<file path="src/sv/nos_pkg.sv">
// ----------------------------------------------------------------------------
// nos_pkg
// Types and constants shared by the note-off scheduler modules.
// ----------------------------------------------------------------------------
package nos_pkg;

  localparam logic [3:0] NOTE_ON_NIBBLE  = 4'h9;
  localparam logic [3:0] NOTE_OFF_NIBBLE = 4'h8;
  localparam logic [7:0] OFF_VELOCITY    = 8'd127;

  typedef struct packed {
    logic [31:0] off_time;
    logic [3:0]  chan;
    logic [7:0]  note;
  } entry_t;

  typedef enum logic [1:0] {
    ST_IDLE,
    ST_POP,
    ST_EVT,
    ST_FLUSH
  } state_t;

  typedef struct packed {
    logic load;
    logic pop;
    logic insert;
    logic emit_evt;
    logic last;
  } cmd_t;

  typedef struct packed {
    logic head_due;
    logic note_on;
    logic eot;
    logic cnt_zero;
    logic cnt_one;
    logic n_lt_depth;
    logic slot_free;
  } sts_t;

endpackage

</file>
<file path="src/sv/note_off_scheduler_top.sv">
// ----------------------------------------------------------------------------
// note_off_scheduler_top
// Emits due note-offs, passes each event, queues note-ons' note-offs, flushes at tlast.
// ----------------------------------------------------------------------------
// After the accept, the first result beat is registered from the pop state when
// a note-off is due, otherwise from the event state after any insertion; further
// beats follow while out_tready is high, and insertion shares the cycle that ends
// pops. The sequencer accepts a new event only in the idle state, after the last
// result beat of the previous one is in the single output register.
// Reset clears the sequencer, the pending count and the output valid only.
module note_off_scheduler_top
  import nos_pkg::*;
#(
  parameter int QUEUE_DEPTH = 32
) (
  input  logic        clk,
  input  logic        rst_n,
  input  logic        in_tvalid,
  output logic        in_tready,
  // event_time[31:0], event_status[39:32], event_data1[47:40],
  // event_data2[55:48], note_duration[87:56]
  input  logic [87:0] in_tdata,
  input  logic        in_tlast,
  output logic        out_tvalid,
  input  logic        out_tready,
  // out_time[31:0], out_status[39:32], out_data1[47:40], out_data2[55:48]
  output logic [55:0] out_tdata,
  // generated[0], queue_overflow[1]
  output logic [1:0]  out_tuser,
  output logic        out_tlast
);

  cmd_t cmd;
  sts_t sts;

  nos_ctrl u_ctrl (
    .clk       (clk),
    .rst_n     (rst_n),
    .in_tvalid (in_tvalid),
    .in_tready (in_tready),
    .sts       (sts),
    .cmd       (cmd)
  );

  nos_dp #(
    .QUEUE_DEPTH (QUEUE_DEPTH)
  ) u_dp (
    .clk        (clk),
    .rst_n      (rst_n),
    .cmd        (cmd),
    .sts        (sts),
    .in_tdata   (in_tdata),
    .in_tlast   (in_tlast),
    .out_tvalid (out_tvalid),
    .out_tready (out_tready),
    .out_tdata  (out_tdata),
    .out_tuser  (out_tuser),
    .out_tlast  (out_tlast)
  );

endmodule

</file>
<file path="src/sv/nos_queue.sv">
// ----------------------------------------------------------------------------
// nos_queue
// Sorted row of note-off cells with parallel insertion and head removal.
// ----------------------------------------------------------------------------
module nos_queue
  import nos_pkg::*;
#(
  parameter int QUEUE_DEPTH = 32,
  parameter int CW          = $clog2(QUEUE_DEPTH + 1)
) (
  input  logic   clk,
  input  logic   rst_n,
  input  logic   pop,
  input  logic   insert,
  input  entry_t ins_entry,
  output entry_t head,
  output logic   empty,
  output logic   one,
  output logic   full
);

  entry_t               cell_r   [QUEUE_DEPTH];
  entry_t               cell_nxt [QUEUE_DEPTH];
  logic [QUEUE_DEPTH-1:0] gt;
  logic [CW-1:0]        count_r;
  logic [CW-1:0]        count_nxt;

  assign empty = (count_r == '0);
  assign one   = (count_r == CW'(1));
  assign full  = (count_r == CW'(QUEUE_DEPTH));
  assign head  = cell_r[0];

  for (genvar g = 0; g < QUEUE_DEPTH; g++) begin : g_cell
    logic shift_in;
    logic take_new;

    assign gt[g] = (CW'(g) < count_r) && (cell_r[g].off_time > ins_entry.off_time);

    if (g > 0) begin : g_sh
      assign shift_in = gt[g-1];
    end else begin : g_nosh
      assign shift_in = 1'b0;
    end

    assign take_new = gt[g] || (CW'(g) == count_r);

    if (g < QUEUE_DEPTH - 1) begin : g_mid
      always_comb begin
        cell_nxt[g] = cell_r[g];
        if (pop) begin
          cell_nxt[g] = cell_r[g+1];
        end else if (insert && !full) begin
          if (shift_in) begin
            cell_nxt[g] = cell_r[(g > 0) ? g - 1 : 0];
          end else if (take_new) begin
            cell_nxt[g] = ins_entry;
          end
        end
      end
    end else begin : g_end
      always_comb begin
        cell_nxt[g] = cell_r[g];
        if (!pop && insert && !full) begin
          if (shift_in) begin
            cell_nxt[g] = cell_r[(g > 0) ? g - 1 : 0];
          end else if (take_new) begin
            cell_nxt[g] = ins_entry;
          end
        end
      end
    end

    always_ff @(posedge clk) begin
      cell_r[g] <= cell_nxt[g];
    end
  end

  always_comb begin
    count_nxt = count_r;
    if (pop && !empty) begin
      count_nxt = count_r - CW'(1);
    end else if (insert && !full) begin
      count_nxt = count_r + CW'(1);
    end
  end

  always_ff @(posedge clk) begin
    if (!rst_n) begin
      count_r <= '0;
    end else begin
      count_r <= count_nxt;
    end
  end

endmodule

</file>
<file path="src/sv/nos_dp.sv">
// ----------------------------------------------------------------------------
// nos_dp
// Datapath: input holding registers, note-off time, queue, result count and
// the output register.
// ----------------------------------------------------------------------------
module nos_dp
  import nos_pkg::*;
#(
  parameter int QUEUE_DEPTH = 32
) (
  input  logic        clk,
  input  logic        rst_n,
  input  cmd_t        cmd,
  output sts_t        sts,
  input  logic [87:0] in_tdata,
  input  logic        in_tlast,
  output logic        out_tvalid,
  input  logic        out_tready,
  output logic [55:0] out_tdata,
  output logic [1:0]  out_tuser,
  output logic        out_tlast
);

  localparam int NW = $clog2(QUEUE_DEPTH + 2);

  logic [31:0]   evt_time_r;
  logic [7:0]    evt_status_r;
  logic [7:0]    evt_data1_r;
  logic [7:0]    evt_data2_r;
  logic          eot_r;
  logic [31:0]   off_time_r;
  logic          ovf_r;
  logic [NW-1:0] n_r;
  logic [32:0]   off_sum;

  logic          out_valid_r;
  logic [31:0]   out_time_r;
  logic [7:0]    out_status_r;
  logic [7:0]    out_data1_r;
  logic [7:0]    out_data2_r;
  logic          out_gen_r;
  logic          out_ovf_r;
  logic          out_last_r;

  entry_t        ins_entry;
  entry_t        head;
  logic          q_empty;
  logic          q_one;
  logic          q_full;

  assign off_sum = {1'b0, in_tdata[31:0]} + {1'b0, in_tdata[87:56]};

  assign ins_entry.off_time = off_time_r;
  assign ins_entry.chan     = evt_status_r[3:0];
  assign ins_entry.note     = evt_data1_r;

  nos_queue #(
    .QUEUE_DEPTH (QUEUE_DEPTH)
  ) u_queue (
    .clk       (clk),
    .rst_n     (rst_n),
    .pop       (cmd.pop),
    .insert    (cmd.insert),
    .ins_entry (ins_entry),
    .head      (head),
    .empty     (q_empty),
    .one       (q_one),
    .full      (q_full)
  );

  always_ff @(posedge clk) begin
    if (cmd.load) begin
      evt_time_r   <= in_tdata[31:0];
      evt_status_r <= in_tdata[39:32];
      evt_data1_r  <= in_tdata[47:40];
      evt_data2_r  <= in_tdata[55:48];
      eot_r        <= in_tlast;
      off_time_r   <= off_sum[32] ? 32'hFFFF_FFFF : off_sum[31:0];
      ovf_r        <= 1'b0;
      n_r          <= '0;
    end else begin
      if (cmd.insert && q_full) begin
        ovf_r <= 1'b1;
      end
      if (cmd.pop || cmd.emit_evt) begin
        n_r <= n_r + NW'(1);
      end
    end
  end

  assign sts.head_due   = !q_empty && (head.off_time <= evt_time_r);
  assign sts.note_on    = (evt_status_r[7:4] == NOTE_ON_NIBBLE);
  assign sts.eot        = eot_r;
  assign sts.cnt_zero   = q_empty;
  assign sts.cnt_one    = q_one;
  assign sts.n_lt_depth = (n_r < NW'(QUEUE_DEPTH));
  assign sts.slot_free  = !out_valid_r || out_tready;

  always_ff @(posedge clk) begin
    if (!rst_n) begin
      out_valid_r <= 1'b0;
    end else if (cmd.pop || cmd.emit_evt) begin
      out_valid_r <= 1'b1;
    end else if (out_tready) begin
      out_valid_r <= 1'b0;
    end
  end

  always_ff @(posedge clk) begin
    if (cmd.pop) begin
      out_time_r   <= head.off_time;
      out_status_r <= {NOTE_OFF_NIBBLE, head.chan};
      out_data1_r  <= head.note;
      out_data2_r  <= OFF_VELOCITY;
      out_gen_r    <= 1'b1;
      out_ovf_r    <= 1'b0;
      out_last_r   <= cmd.last;
    end else if (cmd.emit_evt) begin
      out_time_r   <= evt_time_r;
      out_status_r <= evt_status_r;
      out_data1_r  <= evt_data1_r;
      out_data2_r  <= evt_data2_r;
      out_gen_r    <= 1'b0;
      out_ovf_r    <= ovf_r;
      out_last_r   <= cmd.last;
    end
  end

  assign out_tvalid = out_valid_r;
  assign out_tdata  = {out_data2_r, out_data1_r, out_status_r, out_time_r};
  assign out_tuser  = {out_ovf_r, out_gen_r};
  assign out_tlast  = out_last_r;

endmodule

</file>
<file path="src/sv/nos_ctrl.sv">
// ----------------------------------------------------------------------------
// nos_ctrl
// Sequencer for one event: due note-offs, insertion, the event, the flush.
// ----------------------------------------------------------------------------
module nos_ctrl
  import nos_pkg::*;
(
  input  logic clk,
  input  logic rst_n,
  input  logic in_tvalid,
  output logic in_tready,
  input  sts_t sts,
  output cmd_t cmd
);

  state_t state_r;
  state_t state_nxt;
  logic   evt_last;
  logic   flush_last;

  assign evt_last   = !(sts.eot && !sts.cnt_zero && sts.n_lt_depth);
  assign flush_last = sts.cnt_one || !sts.n_lt_depth;

  always_comb begin
    state_nxt = state_r;
    case (state_r)
      ST_IDLE: begin
        if (in_tvalid) begin
          state_nxt = ST_POP;
        end
      end
      ST_POP: begin
        if (!(sts.head_due && sts.n_lt_depth)) begin
          state_nxt = ST_EVT;
        end
      end
      ST_EVT: begin
        if (sts.slot_free) begin
          state_nxt = evt_last ? ST_IDLE : ST_FLUSH;
        end
      end
      ST_FLUSH: begin
        if (sts.slot_free && flush_last) begin
          state_nxt = ST_IDLE;
        end
      end
      default: state_nxt = ST_IDLE;
    endcase
  end

  always_comb begin
    in_tready    = 1'b0;
    cmd          = '0;
    case (state_r)
      ST_IDLE: begin
        in_tready = 1'b1;
        cmd.load  = in_tvalid;
      end
      ST_POP: begin
        if (sts.head_due && sts.n_lt_depth) begin
          cmd.pop = sts.slot_free;
        end else begin
          cmd.insert = sts.note_on;
        end
      end
      ST_EVT: begin
        cmd.emit_evt = sts.slot_free;
        cmd.last     = evt_last;
      end
      ST_FLUSH: begin
        cmd.pop  = sts.slot_free;
        cmd.last = flush_last;
      end
      default: begin
        cmd = '0;
      end
    endcase
  end

  always_ff @(posedge clk) begin
    if (!rst_n) begin
      state_r <= ST_IDLE;
    end else begin
      state_r <= state_nxt;
    end
  end

endmodule

</file>
<file path="config.mk">
export PLATFORM = sky130hd
export DESIGN_NAME = note_off_scheduler_top
export DESIGN_NICKNAME = d
export VERILOG_FILES = /design/src/sv/nos_pkg.sv /design/src/sv/note_off_scheduler_top.sv /design/src/sv/nos_queue.sv /design/src/sv/nos_dp.sv /design/src/sv/nos_ctrl.sv
export SDC_FILE = /design/constraint.sdc
export NUM_CORES = 2
export LEC_CHECK = 0
export ABC_AREA = 0
export BUFFER_PORTS_ARGS = -buffer_cell sky130_fd_sc_hd__buf_2
export CAP_MARGIN = 40
export CORE_UTILIZATION = 30
export CTS_CLUSTER_DIAMETER = 50
export DETAILED_ROUTE_END_ITERATION = 10
export HOLD_SLACK_MARGIN = 0.03
export SLEW_MARGIN = 5
export SYNTH_ARGS = -nofsm -noshare
export SYNTH_HDL_FRONTEND = slang
export SYNTH_SLANG_ARGS = --single-unit
</file>
<file path="constraint.sdc">
create_clock -name clk -period 7 [get_ports clk]
set_clock_uncertainty 0.2 [all_clocks]
set_input_delay 1.75 -clock clk [delete_from_list [all_inputs] [get_ports clk]]
set_output_delay 1.75 -clock clk [all_outputs]
set_load 0.02 [all_outputs]
</file>
Word-level counts from Yosys, hierarchy flattened
Memory sizes are Yosys's and may differ from the RTL's.
Cells that the tools add are included.
{"block": "word_totals", "mem_count": 1, "word_cells": 372, "ram_bits": 1408, "out_inout_bits": 61, "ff_bits": 164}
{"block": "op_classes", "eq_ne": 41, "addsub": 4, "magnitude_cmp": 66, "n_mux": 152, "reduce_logical": 89}
{"memory": "u_dp.u_queue.cell_r", "words": 32, "word_bits": 44, "rd": 32, "rd_clocked_by_memory_dff": 0, "write_ports": 32, "line": "nos_queue.sv:22", "source": "entry_t cell_r [QUEUE_DEPTH];"}
{"cell": "44-bit 2-to-1 mux", "n": 126}
{"cell": "32-bit > comparator", "n": 32}
{"cell": "5-bit by 6-bit == test with 1-bit output, first input constant", "n": 16}
{"cell": "5-bit by 6-bit less-than comparator with 1-bit output, first input constant", "n": 16}
{"cell": "32-bit 2-to-1 mux", "n": 2}
{"cell": "4-bit by 6-bit == test with 1-bit output, first input constant", "n": 8}
{"cell": "4-bit by 6-bit less-than comparator with 1-bit output, first input constant", "n": 8}
{"cell": "1-bit logical AND", "n": 42}
{"cell": "1-bit logical OR", "n": 35}
{"cell": "32-bit by 32-bit adder with 33-bit output", "n": 1}
{"cell": "32-bit <= comparator", "n": 1}
{"cell": "3-bit by 6-bit == test with 1-bit output, first input constant", "n": 4}
{"cell": "3-bit by 6-bit less-than comparator with 1-bit output, first input constant", "n": 4}
{"cell": "8-bit 2-to-1 mux", "n": 2}
{"cell": "6-bit by 1-bit adder with 6-bit output, second input constant", "n": 2}
{"cell": "2-bit by 6-bit == test with 1-bit output, first input constant", "n": 2}
{"cell": "1-bit by 6-bit less-than comparator with 1-bit output, first input constant", "n": 2}
{"cell": "2-bit by 6-bit less-than comparator with 1-bit output, first input constant", "n": 2}
{"cell": "6-bit 2-to-1 mux", "n": 2}
{"cell": "1-bit 2-to-1 mux", "n": 10}
{"cell": "2-bit 2-to-1 mux", "n": 5}
{"cell": "4-bit 2-to-1 mux", "n": 2}
{"cell": "2-bit one-hot mux with 4 select lines", "n": 1}
{"cell": "1-bit by 6-bit == test with 1-bit output, first input constant", "n": 1}
{"cell": "other kinds (15)", "n": 26}

Depth between registers and ports, before layout
{"block": "depth", "ltp_word": 10, "mapped_depth": 14, "ltp_nobuf": 12}

By module
Synthesis repeated with hierarchy kept, for this count alone.
{"block": "unflattened", "cells_unflattened": 10805, "area_unflattened_um2": 105601.3}
{"module": "nos_queue", "area_each_um2": 97164.4, "instances": 1, "cells_each": 10062, "seq_area_each_um2": 42400.7}
{"module": "nos_dp", "area_each_um2": 8225.4, "instances": 1, "cells_each": 716, "seq_area_each_um2": 4464.3}
{"module": "nos_ctrl", "area_each_um2": 211.5, "instances": 1, "cells_each": 27, "seq_area_each_um2": 40.0}

Worst setup path before layout
Ideal clock, no wire load.
{"block": "synth_path", "path_kind": "reg2reg", "start": "register, netlist name u_dp.off_time_r[31]", "end": "memory u_dp.u_queue.cell_r[1][308] (netlist name), enable pin", "period_less_slack_ps": 6929, "setup_slack_ps": 71, "arrival_ps": 6222, "path_stages_with_launch": 13, "setup_ps": 506, "cell_sequence": "edfxtp_1 > inv_1 > ha_1 > nand4_1 > or2_2 > nor4_1 > o211ai_1 > o21ai_0 > o21ai_0 > buf_2 > buf_1 > o211a_1 > o21ai_0"}
{"item": "to (decl)", "line": "nos_queue.sv:22"}

==> impl_metrics.csv <==
group,metric,value,unit
route,wl_met2,158000,um
clocking,number_of_instances_resized_during_post_cts_repair,0,
hold_path,holdPathStages,2,
clocking,clkSinkCount,1572,
route,initialDrtViolationCount,8462,
setup_path,critical_path_maximum_fanout,236,
floorplanning,die_y,584,um
placement,buffer_ports.inserted,153,
finish,multi_input_comb_area,52200,sq um
yosys,synth_top_flop_cell,"edfxtp_1",
route,finalWirelength,355000,um
finish,utilization,34.5,%
global_routing,number_of_global_route_vias_before_repair,78500,
finish,regArea,46900,sq um
placement,dpl.cell_count,14000,
clocking,holdBufCountCts,0,
clocking,cts-root-buf,"clkbuf_16",
run,max-cap-violations,0,
hold_path,worst_hold_path.endpoint,"u_dp.out_gen_r",
yosys,post_synthesis_compound_gate_area_fraction,14.1,%
hold_path,min-delay-path-class,"flip-flop to flip-flop",
setup_path,critical_path.startpoint_type,"flip-flop",
route,maxUsedRoutingLayer,"met5",
pwr,power.sequential.fraction,40.1,%
route,route.vias.total,80500,
setup_path,worst_setup_path_end_kind,"flip-flop",
setup_path,timing.critical_path.arrival,6.09,ns
global_routing,grt_overflow_total,0,
floorplanning,die-width,584,um
yosys,post_synth_mux_area_share,12.0,%
timing,achievable-frequency,175,MHz
route,drtPass1Iterations,5,
clocking,cts_tree,"done",
placement,global_placement_routability_congestion,0.923,
global_routing,grt_max_degree,241,
pwr,vdd_ir_drop_max,287,uV
finish,final_net_count,10900,
route,post_drt_via_cell_ratio,5.58,
clocking,clock_insertion_delay_worst_skew,0.91,ns
yosys,synth_fa_ha_area_share,13.5,%
route,detail_route_met3_wl,27700,um
floorplanning,row_count,213,
setup_path,worstReg2RegStart,"u_dp.u_queue.count_r[1]",
timing,timing.setup.tns,0,ns
yosys,synth_simple_gate_area_share,10.8,%
finish,final_cell_count_no_fill,14400,
clocking,cts.path.max_buffers,3,
floorplanning,boundaryPins,154,
finish,n_fill_cell,34000,
floorplanning,floorplan.die_area,341000,sq um
global_routing,antenna_violations_before_repair,13,
yosys,syn_area_per_cell,10.4,sq um
setup_path,timing.critical_path.required,7.37,ns
placement,dpl-instance-area,109000,sq um
pwr,leakagePower,42.0,nW
yosys,synth_sequential_area_ratio,46.2,%
route,route.antenna.remaining_nets,0,
clocking,postCtsSetupRepairBufs,0,
hold_path,hold_path_startpoint,"u_dp.out_gen_r",
finish,flow.area_growth_from_synthesis,14.5,%
setup_path,ff2ff_setup_slack,1.27,ns
yosys,synth_enable_flop_cells,1542,
yosys,postSynth.asyncResetShare,0,%
yosys,synth_top_family_by_area,"compound AO/OA/AOI/OAI gates",
clocking,worst_setup_hold_path_clk_slew,0.06,ns
yosys,synth.ff_latch_count,1572,
yosys,syn-cell-area,102000,sq um
yosys,post_synth_xor_area_fraction,0.285,%
timing,rsz0062_at_grt,"no",
route,detail_route.wl_per_cell,24.6,um
setup_path,worst-setup-path-type,"flip-flop to flip-flop",
timing,report.final.slew_viol_count,0,
finish,final_layout_size_suffix_gt1_share,9.54,%
timing,max_slew_margin,25.5,%
clocking,cts_inserted_buffers,215,
finish,stdcell_area,116000,sq um
outcome,outcome,"finished clean",
pwr,sw_frac_of_total,30.5,%
timing,worst_slew_pin_slew,1.12,ns
timing,final-hold-violation-count,0,
setup_path,worst-r2r-cell-count,10,
pwr,power.density_cell_area,246,nW/um^2
floorplanning,start_util,30.2,%
yosys,yosys_warnings,0,
global_routing,globalRouteTotalUtil,20.1,%
global_routing,grt_pass1_wl,522000,um
route,met1_wl,155000,um
yosys,syn-instance-count,9727,
timing,setup-violations-final,0,
pwr,power_frac_comb,19.5,%
timing,post-route-period-util,81.8,%
yosys,post_synth_num_cell_types,76,
pwr,power_report.internal_total,0.0198,W
floorplanning,core-area,337000,sq um
placement,half_perimeter_wire_length_of_the_detailed_placement_result,255000,um
setup_path,crit-reg2reg-capture,"u_dp.u_queue.cell_r[1][422]",
pwr,totalPowerFinal,0.0286,W
pwr,clkPwrFrac,40.4,%
clocking,htreeDepth,4,
route,route.detailed.drc,0,
pwr,p_switching,0.00872,W
timing,final_period_minus_worst_setup_slack,5.73,ns
yosys,synthesis.nets,10900,
[power groups by stage]
stage / sequential (W) / clock, W / combinational [W]
final: 0.0114 / 0.0115 / 0.00558
after global routing: 0.0115 / 0.0120 / 0.00610
after CTS: 0.0114 / 0.0116 / 0.00548
after detailed placement: 0.0116 / 0 / 0.00545
after global placement: 0.0116 / 0 / 0.00528
after floorplan: 0.0116 / 0 / 0.00349
[cell type report]
type / instances / share of cell area [%]
inverter: 124 / 0.400
clock buffer: 252 / 4.82
antenna: 6 / 0.0129
multi-input combinational: 7380 / 44.9
sequential: 1572 / 40.3
clock inverter: 146 / 1.58
timing repair buffer: 439 / 3.14
tap: 4515 / 4.86
[worst max path at each step]
stage	slack (ns)	from	to	cells past startpoint
2_1_floorplan	0.07	u_dp.off_time_r[31]	u_dp.u_queue.cell_r[1][308]	12
3_3_place_gp	1.38	in_tdata[3]	u_dp.off_time_r[31]	11
3_5_place_dp	1.33	in_tdata[3]	u_dp.off_time_r[31]	11
4_1_cts	1.44	u_dp.off_time_r[28]	u_dp.u_queue.cell_r[1][681]	11
5_1_grt	1.29	u_dp.u_queue.count_r[1]	u_dp.u_queue.cell_r[1][419]	10
6_report	1.27	u_dp.u_queue.count_r[1]	u_dp.u_queue.cell_r[1][422]	10
[cells in the mapped netlist (41+ instances only)]
library cell  number  area, sq um
a211oi_1          43          323
a21o_1           203         1520
a21oi_1          384         1920
buf_2            187          936
clkbuf_1         420         1580
edfxtp_1        1542        46300
ha_1            1093        13700
inv_1            124          465
mux2_2            43          484
mux2i_1         1174        11800
nand2_1         1622         6090
nand3_1          190          951
nand4_1          206         1290
nor2_1           190          713
nor2b_1           69          432
nor3_1            80          400
o211ai_1         157         1180
o21a_1            41          308
o21ai_0          823         4120
o21ai_1          701         3510
[stage by stage]
step | setup slack, ns | hold slack, ns
floorplan | 0.0714 | 0.223
global placement | 1.38 | 0.229
detailed placement | 1.33 | 0.229
CTS | 1.44 | 0.246
global route | 1.29 | 0.272
finish | 1.27 | 0.246
[flip-flops by register name, summed over array words and instances, names as in the netlist, 2 cells and up]
| signal | count |
|---|---|
| u_dp.evt_status_r | 8 |
| u_dp.u_queue.cell_r | 1408 |
| u_dp.evt_time_r | 32 |
| u_dp.out_status_r | 8 |
| u_ctrl.state_r | 2 |
| u_dp.out_time_r | 32 |
| u_dp.n_r | 6 |
| u_dp.evt_data2_r | 8 |
| u_dp.out_data2_r | 8 |
| u_dp.u_queue.count_r | 6 |
| u_dp.off_time_r | 32 |
| u_dp.out_data1_r | 8 |
| u_dp.evt_data1_r | 8 |
[cells by family (layout without fill, tap and decap cells)]
group / count (synthesis) / after routing
other cells: 0 / 6
fa+ha+maj: 1094 / 1094
simple gates: 2513 / 2513
buf+inv: 775 / 961
compound gates: 2523 / 2523
mux: 1217 / 1217
xor+xnor: 33 / 33
flops: 1572 / 1572
[metal layers]
| layer | GRT usage (%) | vias to the layer above |
|---|---|---|
| met4 | 7.56 | 4 |
| met2 | 31.7 | 3308 |
| met1 | 27.4 | 39900 |
| met3 | 3.66 | 684 |
| li1 | - | 36600 |
| met5 | 0 | - |
[critical path, stage by stage, from the launching register on]
cell and delay, ns:
dfxtp_1 0.64, inv_1 0.46, ha_1 0.46, and2_1 0.31
a2111oi_2 0.36, o211ai_1 0.35, a221oi_4 0.54, buf_12 0.42
buf_12 0.35, buf_12 0.60, o21ai_0 0.27
[placed cells by master (no fill, tap or decap), types with 43 or more instances in the layout]
cell,instances
a21o_1,201
a21oi_1,376
buf_2,165
buf_4,221
clkbuf_16,217
edfxtp_1,1542
ha_1,1093
inv_1,93
mux2_2,43
mux2i_1,1174
nand2_1,1620
nand3_1,190
nand4_1,206
nor2_1,188
nor2b_1,69
nor3_1,79
o211ai_1,157
o21ai_0,801
o21ai_1,701
(Power assumes the default switching activity.)
